[src/variable_density_track_detector_unit_defines.svh]
// Assertion macros shared by the track detector RTL.
// No dependencies; included by files that carry concurrent assertions.
`ifndef VARIABLE_DENSITY_TRACK_DETECTOR_UNIT_DEFINES_SVH
`define VARIABLE_DENSITY_TRACK_DETECTOR_UNIT_DEFINES_SVH

// Same-cycle implication, disabled while reset is held.
`define VDTD_ASSERT_IMP(lbl, clk, rstn, ante, cons, msg) \
    lbl: assert property (@(posedge clk) disable iff (!(rstn)) (ante) |-> (cons)) \
        else $error(msg);

// Next-cycle implication, disabled while reset is held.
`define VDTD_ASSERT_NXT(lbl, clk, rstn, ante, cons, msg) \
    lbl: assert property (@(posedge clk) disable iff (!(rstn)) (ante) |=> (cons)) \
        else $error(msg);

`endif

[src/vdtd_pkg.sv]
// Types, widths and constants for the variable density track detector.
// No dependencies; imported by variable_density_track_detector_unit, track_status_checker and the testbench.
`timescale 1ns / 1ps

package vdtd_pkg;

    // Calibration length and offset width.
    localparam int CAL_GROUPS = 2000;
    localparam int OFS_W      = 18;

    // Fixed field widths of the stream words.
    localparam int LAT_W      = 24;
    localparam int BOF_W      = 18;
    localparam int DBO_W      = 18;
    localparam int STATUS_W   = 3;
    localparam int IN_DATA_W  = ((LAT_W + BOF_W + 7) / 8) * 8;
    localparam int OUT_DATA_W = ((DBO_W + 7) / 8) * 8;

    // Calibration arithmetic: running quotient and remainder of the sum by CAL_GROUPS.
    localparam int CNT_W    = $clog2(CAL_GROUPS + 1);
    localparam int REM_W    = $clog2(CAL_GROUPS);
    localparam int RECIP_SH = LAT_W + $clog2(CAL_GROUPS);
    localparam int RECIP_W  = LAT_W + 1;
    localparam longint unsigned RECIP =
        ((longint'(1) << RECIP_SH) + longint'(CAL_GROUPS) - 1) / longint'(CAL_GROUPS);
    localparam int RPROD_W  = LAT_W + RECIP_W;
    localparam int QSEL_W   = RPROD_W - RECIP_SH;

    // Threshold comparison: latency scaled by the percentage base against avg * percent.
    localparam int PROD_W     = LAT_W + 8;
    localparam int PCT_BASE   = 100;
    localparam int LONG_PCT   = 108;
    localparam int SHORT_PCT  = 92;
    localparam int NORMAL_PCT = 98;

    // Offset checks and data offset rounding.
    localparam int WIN_LO     = 75000;
    localparam int WIN_HI     = 80000;
    localparam int LEN_MIN    = 500;
    localparam int LEN_MAX    = 800;
    localparam int RND_HALF   = 64;
    localparam int RND_MASK   = 127;
    localparam int DATA_BACK  = 640;

    typedef logic [OFS_W-1:0] t_ofs;

    typedef enum logic [2:0] {
        PH_CALIB  = 3'd0,
        PH_LONG   = 3'd1,
        PH_SHORT  = 3'd2,
        PH_NORMAL = 3'd3,
        PH_DONE   = 3'd4
    } t_phase;

    typedef enum logic [STATUS_W-1:0] {
        ST_FOUND  = 3'd0,
        ST_STREAM = 3'd1,
        ST_ORDER  = 3'd2,
        ST_WINDOW = 3'd3,
        ST_LENGTH = 3'd4
    } t_status;

endpackage

[src/variable_density_track_detector_unit.sv]
// Variable density track detector: calibration, region search and offset checks.
// Depends on vdtd_pkg and variable_density_track_detector_unit_defines.svh.
//
//  Channel   Direction  Word contents
//  s_axis    in         tdata: group_latency[23:0], bit_offset[41:24]; tuser: track_start;
//                       tlast: stream_end
//  m_axis    out        tdata: data_bit_offset[17:0]; tuser: status
//
// One word is taken every cycle while no status word holds the pipeline; a word passes
// four register stages (input, reciprocal multiply, remainder, detection) and its status
// word is registered with the detection state once the output can take it. The reciprocal
// multiply by 1/CAL_GROUPS and the threshold multiply of the stored average each fill one
// stage. Reset is synchronous and active low and leaves the block calibrating; no clearing
// pass is needed. While a status word waits on the output, words that produce no status
// keep flowing; only a word that would produce one holds the pipeline.
`timescale 1ns / 1ps
`include "variable_density_track_detector_unit_defines.svh"

module variable_density_track_detector_unit
    import vdtd_pkg::*;
(
    input  logic                  i_clk,
    input  logic                  i_rst_n,
    input  logic                  i_s_axis_tvalid,
    output logic                  o_s_axis_tready,
    input  logic [IN_DATA_W-1:0]  i_s_axis_tdata,   // group_latency, bit_offset
    input  logic                  i_s_axis_tuser,   // track_start
    input  logic                  i_s_axis_tlast,
    output logic                  o_m_axis_tvalid,
    input  logic                  i_m_axis_tready,
    output logic [OUT_DATA_W-1:0] o_m_axis_tdata,   // data_bit_offset
    output logic [STATUS_W-1:0]   o_m_axis_tuser    // status
);

    // Pipeline stage registers.
    logic                r_v1, r_v2, r_v3;
    logic                r1_ts, r1_se, r2_ts, r2_se, r3_ts, r3_se;
    logic [LAT_W-1:0]    r1_lat, r2_lat;
    t_ofs                r1_ofs, r2_ofs, r3_ofs;
    logic [QSEL_W-1:0]   r2_quo, r3_quo;
    logic [PROD_W-1:0]   r2_lat100, r3_lat100;
    logic [REM_W-1:0]    r3_rem;

    // Detection state.
    t_phase              r_phase, n_phase;
    logic [CNT_W-1:0]    r_cnt, n_cnt;
    logic [LAT_W-1:0]    r_q, n_q;
    logic [REM_W-1:0]    r_rem, n_rem;
    t_ofs                r_long, n_long, r_short, n_short;

    // Output register.
    logic                r_ov;
    t_status             r_out_status;
    logic [DBO_W-1:0]    r_out_data;

    // Flow control.
    logic                c_out_free, c_take3, c_free3, c_free2, c_free1;
    logic                c_emit;
    t_status             c_status;
    logic [DBO_W-1:0]    c_data;

    // Arithmetic helpers.
    logic [RPROD_W-1:0]  c_rprod;
    logic [LAT_W-1:0]    c_rem_full;
    t_phase              e_phase;
    logic [CNT_W-1:0]    e_cnt;
    logic [LAT_W-1:0]    e_q;
    logic [REM_W-1:0]    e_rem;
    logic [REM_W:0]      c_rsum;
    logic                c_carry;
    logic [PROD_W-1:0]   c_q_long, c_q_short, c_q_normal, c_lat_up;
    logic                c_hit_long, c_hit_short, c_hit_normal;
    t_ofs                c_diff, c_len, c_rnd, c_dofs;
    t_status             c_fin_status;

    // A word leaves the detection stage when it yields nothing or the output can take it.
    assign c_out_free      = !r_ov || i_m_axis_tready;
    assign c_take3         = r_v3 && (!c_emit || c_out_free);
    assign c_free3         = !r_v3 || c_take3;
    assign c_free2         = !r_v2 || c_free3;
    assign c_free1         = !r_v1 || c_free2;
    assign o_s_axis_tready = c_free1;

    // Stage one: input register.
    always_ff @(posedge i_clk) begin
        if (!i_rst_n) begin
            r_v1 <= 1'b0;
        end else if (c_free1) begin
            r_v1 <= i_s_axis_tvalid;
        end
        if (c_free1 && i_s_axis_tvalid) begin
            r1_ts  <= i_s_axis_tuser;
            r1_se  <= i_s_axis_tlast;
            r1_lat <= i_s_axis_tdata[LAT_W-1:0];
            r1_ofs <= t_ofs'(i_s_axis_tdata[LAT_W +: BOF_W]);
        end
    end

    // Stage two: quotient of the latency by CAL_GROUPS and the scaled latency.
    assign c_rprod = RPROD_W'(r1_lat) * RPROD_W'(RECIP);

    always_ff @(posedge i_clk) begin
        if (!i_rst_n) begin
            r_v2 <= 1'b0;
        end else if (c_free2) begin
            r_v2 <= r_v1;
        end
        if (c_free2 && r_v1) begin
            r2_ts     <= r1_ts;
            r2_se     <= r1_se;
            r2_lat    <= r1_lat;
            r2_ofs    <= r1_ofs;
            r2_quo    <= c_rprod[RECIP_SH +: QSEL_W];
            r2_lat100 <= PROD_W'(r1_lat) * PROD_W'(PCT_BASE);
        end
    end

    // Stage three: remainder of the latency by CAL_GROUPS.
    assign c_rem_full = r2_lat - LAT_W'(r2_quo) * LAT_W'(CAL_GROUPS);

    always_ff @(posedge i_clk) begin
        if (!i_rst_n) begin
            r_v3 <= 1'b0;
        end else if (c_free3) begin
            r_v3 <= r_v2;
        end
        if (c_free3 && r_v2) begin
            r3_ts     <= r2_ts;
            r3_se     <= r2_se;
            r3_ofs    <= r2_ofs;
            r3_quo    <= r2_quo;
            r3_lat100 <= r2_lat100;
            r3_rem    <= REM_W'(c_rem_full);
        end
    end

    // A track start clears the calibration state before this word is handled.
    assign e_phase = r3_ts ? PH_CALIB : r_phase;
    assign e_cnt   = r3_ts ? '0 : r_cnt;
    assign e_q     = r3_ts ? '0 : r_q;
    assign e_rem   = r3_ts ? '0 : r_rem;

    // Running average: the sum is kept as quotient and remainder by CAL_GROUPS.
    assign c_rsum  = {1'b0, e_rem} + {1'b0, r3_rem};
    assign c_carry = 32'(c_rsum) >= 32'(CAL_GROUPS);

    // Threshold compares, done without dividing: avg*pct/100 against the latency.
    assign c_q_long     = PROD_W'(r_q) * PROD_W'(LONG_PCT);
    assign c_q_short    = PROD_W'(r_q) * PROD_W'(SHORT_PCT);
    assign c_q_normal   = PROD_W'(r_q) * PROD_W'(NORMAL_PCT);
    assign c_lat_up     = r3_lat100 + PROD_W'(PCT_BASE - 1);
    assign c_hit_long   = c_q_long <= c_lat_up;
    assign c_hit_short  = r3_lat100 <= c_q_short;
    assign c_hit_normal = c_q_normal <= c_lat_up;

    // Offset checks once the normal region is found.
    assign c_diff = r3_ofs - r_long;
    assign c_len  = c_diff >> 1;
    assign c_rnd  = (r_long + t_ofs'(RND_HALF)) & ~t_ofs'(RND_MASK);
    assign c_dofs = c_rnd - t_ofs'(DATA_BACK);

    always_comb begin
        if (r_short < r_long || r3_ofs < r_short) begin
            c_fin_status = ST_ORDER;
        end else if (32'(r_long) < 32'(WIN_LO) || 32'(r_long) > 32'(WIN_HI)) begin
            c_fin_status = ST_WINDOW;
        end else if (32'(c_len) < 32'(LEN_MIN) || 32'(c_len) > 32'(LEN_MAX)) begin
            c_fin_status = ST_LENGTH;
        end else begin
            c_fin_status = ST_FOUND;
        end
    end

    // Next state of the detector.
    always_comb begin
        n_phase = e_phase;
        n_cnt   = e_cnt;
        n_q     = e_q;
        n_rem   = e_rem;
        n_long  = r_long;
        n_short = r_short;
        case (e_phase)
            PH_CALIB: begin
                if (r3_se) begin
                    n_phase = PH_DONE;
                end else begin
                    n_cnt = e_cnt + CNT_W'(1);
                    n_q   = e_q + LAT_W'(r3_quo) + LAT_W'(c_carry);
                    n_rem = c_carry ? REM_W'(c_rsum - (REM_W+1)'(CAL_GROUPS)) : REM_W'(c_rsum);
                    if (32'(n_cnt) >= 32'(CAL_GROUPS)) begin
                        n_phase = PH_LONG;
                    end
                end
            end
            PH_LONG: begin
                if (r3_se) begin
                    n_phase = PH_DONE;
                end else if (c_hit_long) begin
                    n_long  = r3_ofs;
                    n_phase = PH_SHORT;
                end
            end
            PH_SHORT: begin
                if (r3_se) begin
                    n_phase = PH_DONE;
                end else if (c_hit_short) begin
                    n_short = r3_ofs;
                    n_phase = PH_NORMAL;
                end
            end
            PH_NORMAL: begin
                if (r3_se || c_hit_normal) begin
                    n_phase = PH_DONE;
                end
            end
            default: begin
                n_phase = e_phase;
            end
        endcase
    end

    // Status word produced by the word in the detection stage.
    always_comb begin
        c_emit   = 1'b0;
        c_status = ST_STREAM;
        c_data   = '0;
        case (e_phase)
            PH_CALIB, PH_LONG, PH_SHORT: begin
                c_emit = r3_se;
            end
            PH_NORMAL: begin
                if (r3_se) begin
                    c_emit = 1'b1;
                end else if (c_hit_normal) begin
                    c_emit   = 1'b1;
                    c_status = c_fin_status;
                    if (c_fin_status == ST_FOUND) begin
                        c_data = DBO_W'(c_dofs);
                    end
                end
            end
            default: begin
                c_emit = 1'b0;
            end
        endcase
    end

    // Detector state registers.
    always_ff @(posedge i_clk) begin
        if (!i_rst_n) begin
            r_phase <= PH_CALIB;
            r_cnt   <= '0;
            r_q     <= '0;
            r_rem   <= '0;
        end else if (c_take3) begin
            r_phase <= n_phase;
            r_cnt   <= n_cnt;
            r_q     <= n_q;
            r_rem   <= n_rem;
        end
        if (c_take3) begin
            r_long  <= n_long;
            r_short <= n_short;
        end
    end

    // Output register.
    always_ff @(posedge i_clk) begin
        if (!i_rst_n) begin
            r_ov <= 1'b0;
        end else if (c_take3 && c_emit) begin
            r_ov <= 1'b1;
        end else if (i_m_axis_tready) begin
            r_ov <= 1'b0;
        end
        if (c_take3 && c_emit) begin
            r_out_status <= c_status;
            r_out_data   <= c_data;
        end
    end

    assign o_m_axis_tvalid = r_ov;
    assign o_m_axis_tuser  = r_out_status;
    assign o_m_axis_tdata  = OUT_DATA_W'(r_out_data);

    // Assertions.
    `VDTD_ASSERT_NXT(a_done_after_status, i_clk, i_rst_n, c_take3 && c_emit, r_phase == PH_DONE, "status word sent but search not closed")
    `VDTD_ASSERT_IMP(a_rem_range, i_clk, i_rst_n, 1'b1, 32'(r_rem) < 32'(CAL_GROUPS), "running remainder out of range")
    `VDTD_ASSERT_IMP(a_count_in_search, i_clk, i_rst_n, r_phase == PH_LONG || r_phase == PH_SHORT || r_phase == PH_NORMAL, 32'(r_cnt) == 32'(CAL_GROUPS), "search started before calibration completed")
    `VDTD_ASSERT_IMP(a_zero_data_on_fail, i_clk, i_rst_n, r_ov && r_out_status != ST_FOUND, r_out_data == '0, "data offset set on a failure status")

endmodule

[config.mk]
export PLATFORM = sky130hd
export DESIGN_NAME = variable_density_track_detector_unit
export DESIGN_NICKNAME = d
export VERILOG_FILES = /design/src/vdtd_pkg.sv /design/src/variable_density_track_detector_unit.sv
export VERILOG_INCLUDE_DIRS = /design/src /design/src/src
export SDC_FILE = /design/constraint.sdc
export NUM_CORES = 2
export LEC_CHECK = 0
export BUFFER_PORTS_ARGS = -buffer_cell sky130_fd_sc_hd__buf_2
export CAP_MARGIN = 20
export CORE_ASPECT_RATIO = 2
export CORE_MARGIN = 2
export CORE_UTILIZATION = 48
export CTS_BUF_LIST = sky130_fd_sc_hd__clkbuf_4 sky130_fd_sc_hd__clkbuf_8
export DETAILED_ROUTE_END_ITERATION = 6
export PLACE_DENSITY_LB_ADDON = 0.2
export REMOVE_ABC_BUFFERS = 1
export SLEW_MARGIN = 20
export SYNTH_ARGS = -nofsm -noshare
export SYNTH_HDL_FRONTEND = slang
export SYNTH_SLANG_ARGS = --single-unit
[constraint.sdc]
create_clock -name i_clk -period 8.22 [get_ports i_clk]
set_input_delay 1.644 -clock i_clk [delete_from_list [all_inputs] [get_ports i_clk]]
set_output_delay 1.644 -clock i_clk [all_outputs]
set_load 0.02 [all_outputs]
==> reports/summary.txt <==
Worst Max-Slew Pin Slew - 856.4 ps
Final #Nets - 4354
EDFF count, synth - 236
utilization after layout - 0.5279
worst path cell trace - ha_4, fa_1, ha_1, ha_1, or4_1, o21ai_2, o221ai_2, a31o_2, o21a_1, o21a_1, o21a_1, a311o_1, xor2_1, ha_1, nand3_2, nor2_4, o211ai_1, and4_1, a32oi_2, o21ai_2, and3_4, and2_4, inv_4, buf_6
multi-input logic area - 22810 µm²
largest net degree at the start of global routing - 54
chip height - 375 µm
Crit Path Class - reg -> out
register area - 8172 µm²
TritonCTS Buffers - 45
Yosys reg bits - 289
vias in the first global route - 24240
final setup vio count - 0
width of the die - 189.5 µm
CP Capture Type - primary output
Pwr per Cell Area - 266.5 nW/µm²
via count - 23180
fin crit share - 0.9749
worst hold-check slack - 400.9 ps
max_cap viols - 0
row count - 136
layout cells sized above 1 - 0.08639
average cell area after synthesis - 10.31 µm²
die area - 71060 µm²
deepest clock path buffer count - 3
non-filler cells, final - 4301
H-tree levels - 2
CP required - 6580 ps
# port buffers - 63
pre-CTS WS - 286.7 ps
Slew headroom - 0.4143
max incr delay on CP - 550 ps
fmax - 124.8 MHz
Pint - 5.319 mW
First-pass DRT Iterations - 5
Cell Area, Synth - 33030 µm²
Top FF cell, synth - edfxtp_1
WL final - 75720 µm
worst r2r path cells - 23
Max Slew Vio Count - 0
Initial Util - 0.4829
RSZ-0062 raised after global routing - yes
Combinational Power Share - 0.666
Flop pwr share - 0.202
Period minus WS final - 8013 ps
Area Growth Syn to Fin - 9.310%
first-pass GRT wire length - 123700 µm
WL per Instance - 17.61 µm
Top Ports - 83
switching power - 4.304 mW
Iter 0 DRT Violations - 1003
final worst slack - 206.6 ps
Mapped Cells - 3203
crit path DAT - 6370 ps
Post-route DRC - 0
worst hold path cell count - 0
clock sink total - 289
Max VDD drop - 663.7 µV
CTS tree - built
Static Leak - 18.09 nW
Routability Congestion - 0.9089
final hold violation count - 0
# hold bufs at CTS - 0
post-DP HPWL - 62880 µm
clock skew - 37.64 ps
Placed Area - 34900 µm²
critical path peak fanout - 5
initial antenna violation count - 1
fillers - 6190
Reg clk slew, reported paths - 70 ps
clk_lat worst skew - 630 ps
Clk pwr share - 0.132
final setup TNS - 0 ps
Antenna Nets Post-Route - 0
Overall Global Routing Usage - 0.2192
Worst Hold Class - reg -> reg
placed cell count - 4212
clk root buf - clkbuf_8
post-synthesis sequential area ratio - 0.2466
Synth async-reset ratio - 0
switching share of power - 0.4472
vias per inst - 5.389
Ys Warns - 0
Critical Path Start Type - flip-flop
Synth cell types - 81
status - finished, final reports clean
Slowest-stage cell, CP - or4_1
Power, Total - 9.622 mW
gr ovfl total - 0
Final Cell Area - 36110 µm²
Core Area - 68410 µm²
-- registers in the layout (all words and copies together), names as in the netlist, 18 cells and up --
| register | cells |
|---|---|
| r2_lat100 | 26 |
| r3_lat100 | 26 |
| r_short | 18 |
| r_q | 24 |
| r1_lat | 24 |
| r2_ofs | 18 |
| r1_ofs | 18 |
| r3_ofs | 18 |
| r_long | 18 |
-- final cells by class --
class                      instances  area share
inverter                         576     0.05994
clock buffer                      62     0.02086
antenna                            1  0.00006930
timing repair buffer             139     0.02505
multi-input combinational       2316      0.6317
tap                              897     0.03108
clock inverter                    21    0.004990
sequential                       289      0.2263
-- worst max-delay path: cells and delay by family (launching register included) --
family                   cells  cell delay, ps
AO/OA/AOI/OAI               10            2090
XOR/XNOR                     1             150
adder cells (fa/ha/maj)      5            1620
buffers and inverters        2             170
flip-flops                   1             380
AND/OR/NAND/NOR              6            1360
-- cell usage after synthesis (18+ instances only) --
master / number / area [µm²]
nor3_1: 39 / 195.2
clkbuf_1: 21 / 78.83
and3_1: 30 / 187.7
nand3_1: 68 / 340.3
o21a_1: 32 / 240.2
inv_1: 574 / 2155
nor2b_1: 43 / 269.0
xor2_1: 67 / 586.8
xnor2_1: 116 / 1016
o21ai_0: 103 / 515.5
a21oi_1: 145 / 725.7
a31oi_1: 21 / 131.4
dfxtp_1: 53 / 1061
a211oi_1: 28 / 210.2
nand2_1: 111 / 416.7
nand2b_1: 31 / 193.9
ha_1: 635 / 7945
edfxtp_1: 236 / 7087
nand4_1: 30 / 187.7
fa_1: 298 / 5966
nor2_1: 146 / 548.0
or3_1: 22 / 137.6
a21o_1: 97 / 728.2
o21bai_1: 18 / 135.1
-- cell usage in the layout (no fill, tap or decap), types with 30 or more instances in the layout --
cell type | netlist | routed
ha_1 | 635 | 624
inv_1 | 574 | 570
fa_1 | 298 | 297
edfxtp_1 | 236 | 236
nor2_1 | 146 | 145
a21oi_1 | 145 | 144
xnor2_1 | 116 | 116
nand2_1 | 111 | 111
o21ai_0 | 103 | 100
a21o_1 | 97 | 97
buf_4 | 13 | 75
nand3_1 | 68 | 67
xor2_1 | 67 | 66
buf_2 | 2 | 62
clkbuf_8 | 0 | 46
dfxtp_1 | 53 | 44
nor2b_1 | 43 | 40
nor3_1 | 39 | 39
o21a_1 | 32 | 32
nand2b_1 | 31 | 31
nand4_1 | 30 | 30
-- final timing paths --
path,start,to,slack (ps)
max,r_q[7],o_s_axis_tready,210
min,r2_lat100[20],r3_lat100[20],400
max reg2reg,r1_lat[17],r2_quo[12],930
min reg2reg,r2_lat100[20],r3_lat100[20],400
-- power groups by stage --
stage                     Combinational, mW  Clock, mW  Sequential [mW]
after floorplan                        4.75          0             1.94
after global placement                 6.34          0             1.98
after detailed placement               6.52          0             1.98
after CTS                              6.59       1.32             1.95
after global routing                   7.52       1.37             1.96
final                                  6.41       1.27             1.95
-- per-layer routing --
layer	vias to the layer above	GRT usage	wire length, µm
met5	-	0	0
met4	0	0.08147	2800
met3	116	0.01787	2370
met2	413	0.3872	37660
met1	11220	0.2784	32900
li1	11430	-	-
-- timing repair --
item / in CTS / in global routing
pin swaps: 12 / 21
cloned: 0 / 0
setup buffers: 1 / 4
resized for setup: 20 / 33
endpoints found under the setup margin: 1 / 1
-- cell families (layout without fill, tap and decap cells) --
logic type,Yosys count,in the layout,share of synthesized area
simple gates,589,589,0.09064
compound gates,582,582,0.1178
mux,13,13,0.003977
buf+inv,613,798,0.07121
xor+xnor,183,183,0.04852
fa+ha+maj,933,933,0.4211
other cells,1,17,0.0001135
flops,289,289,0.2466
Note: power is estimated with default switching activity, not from simulation.
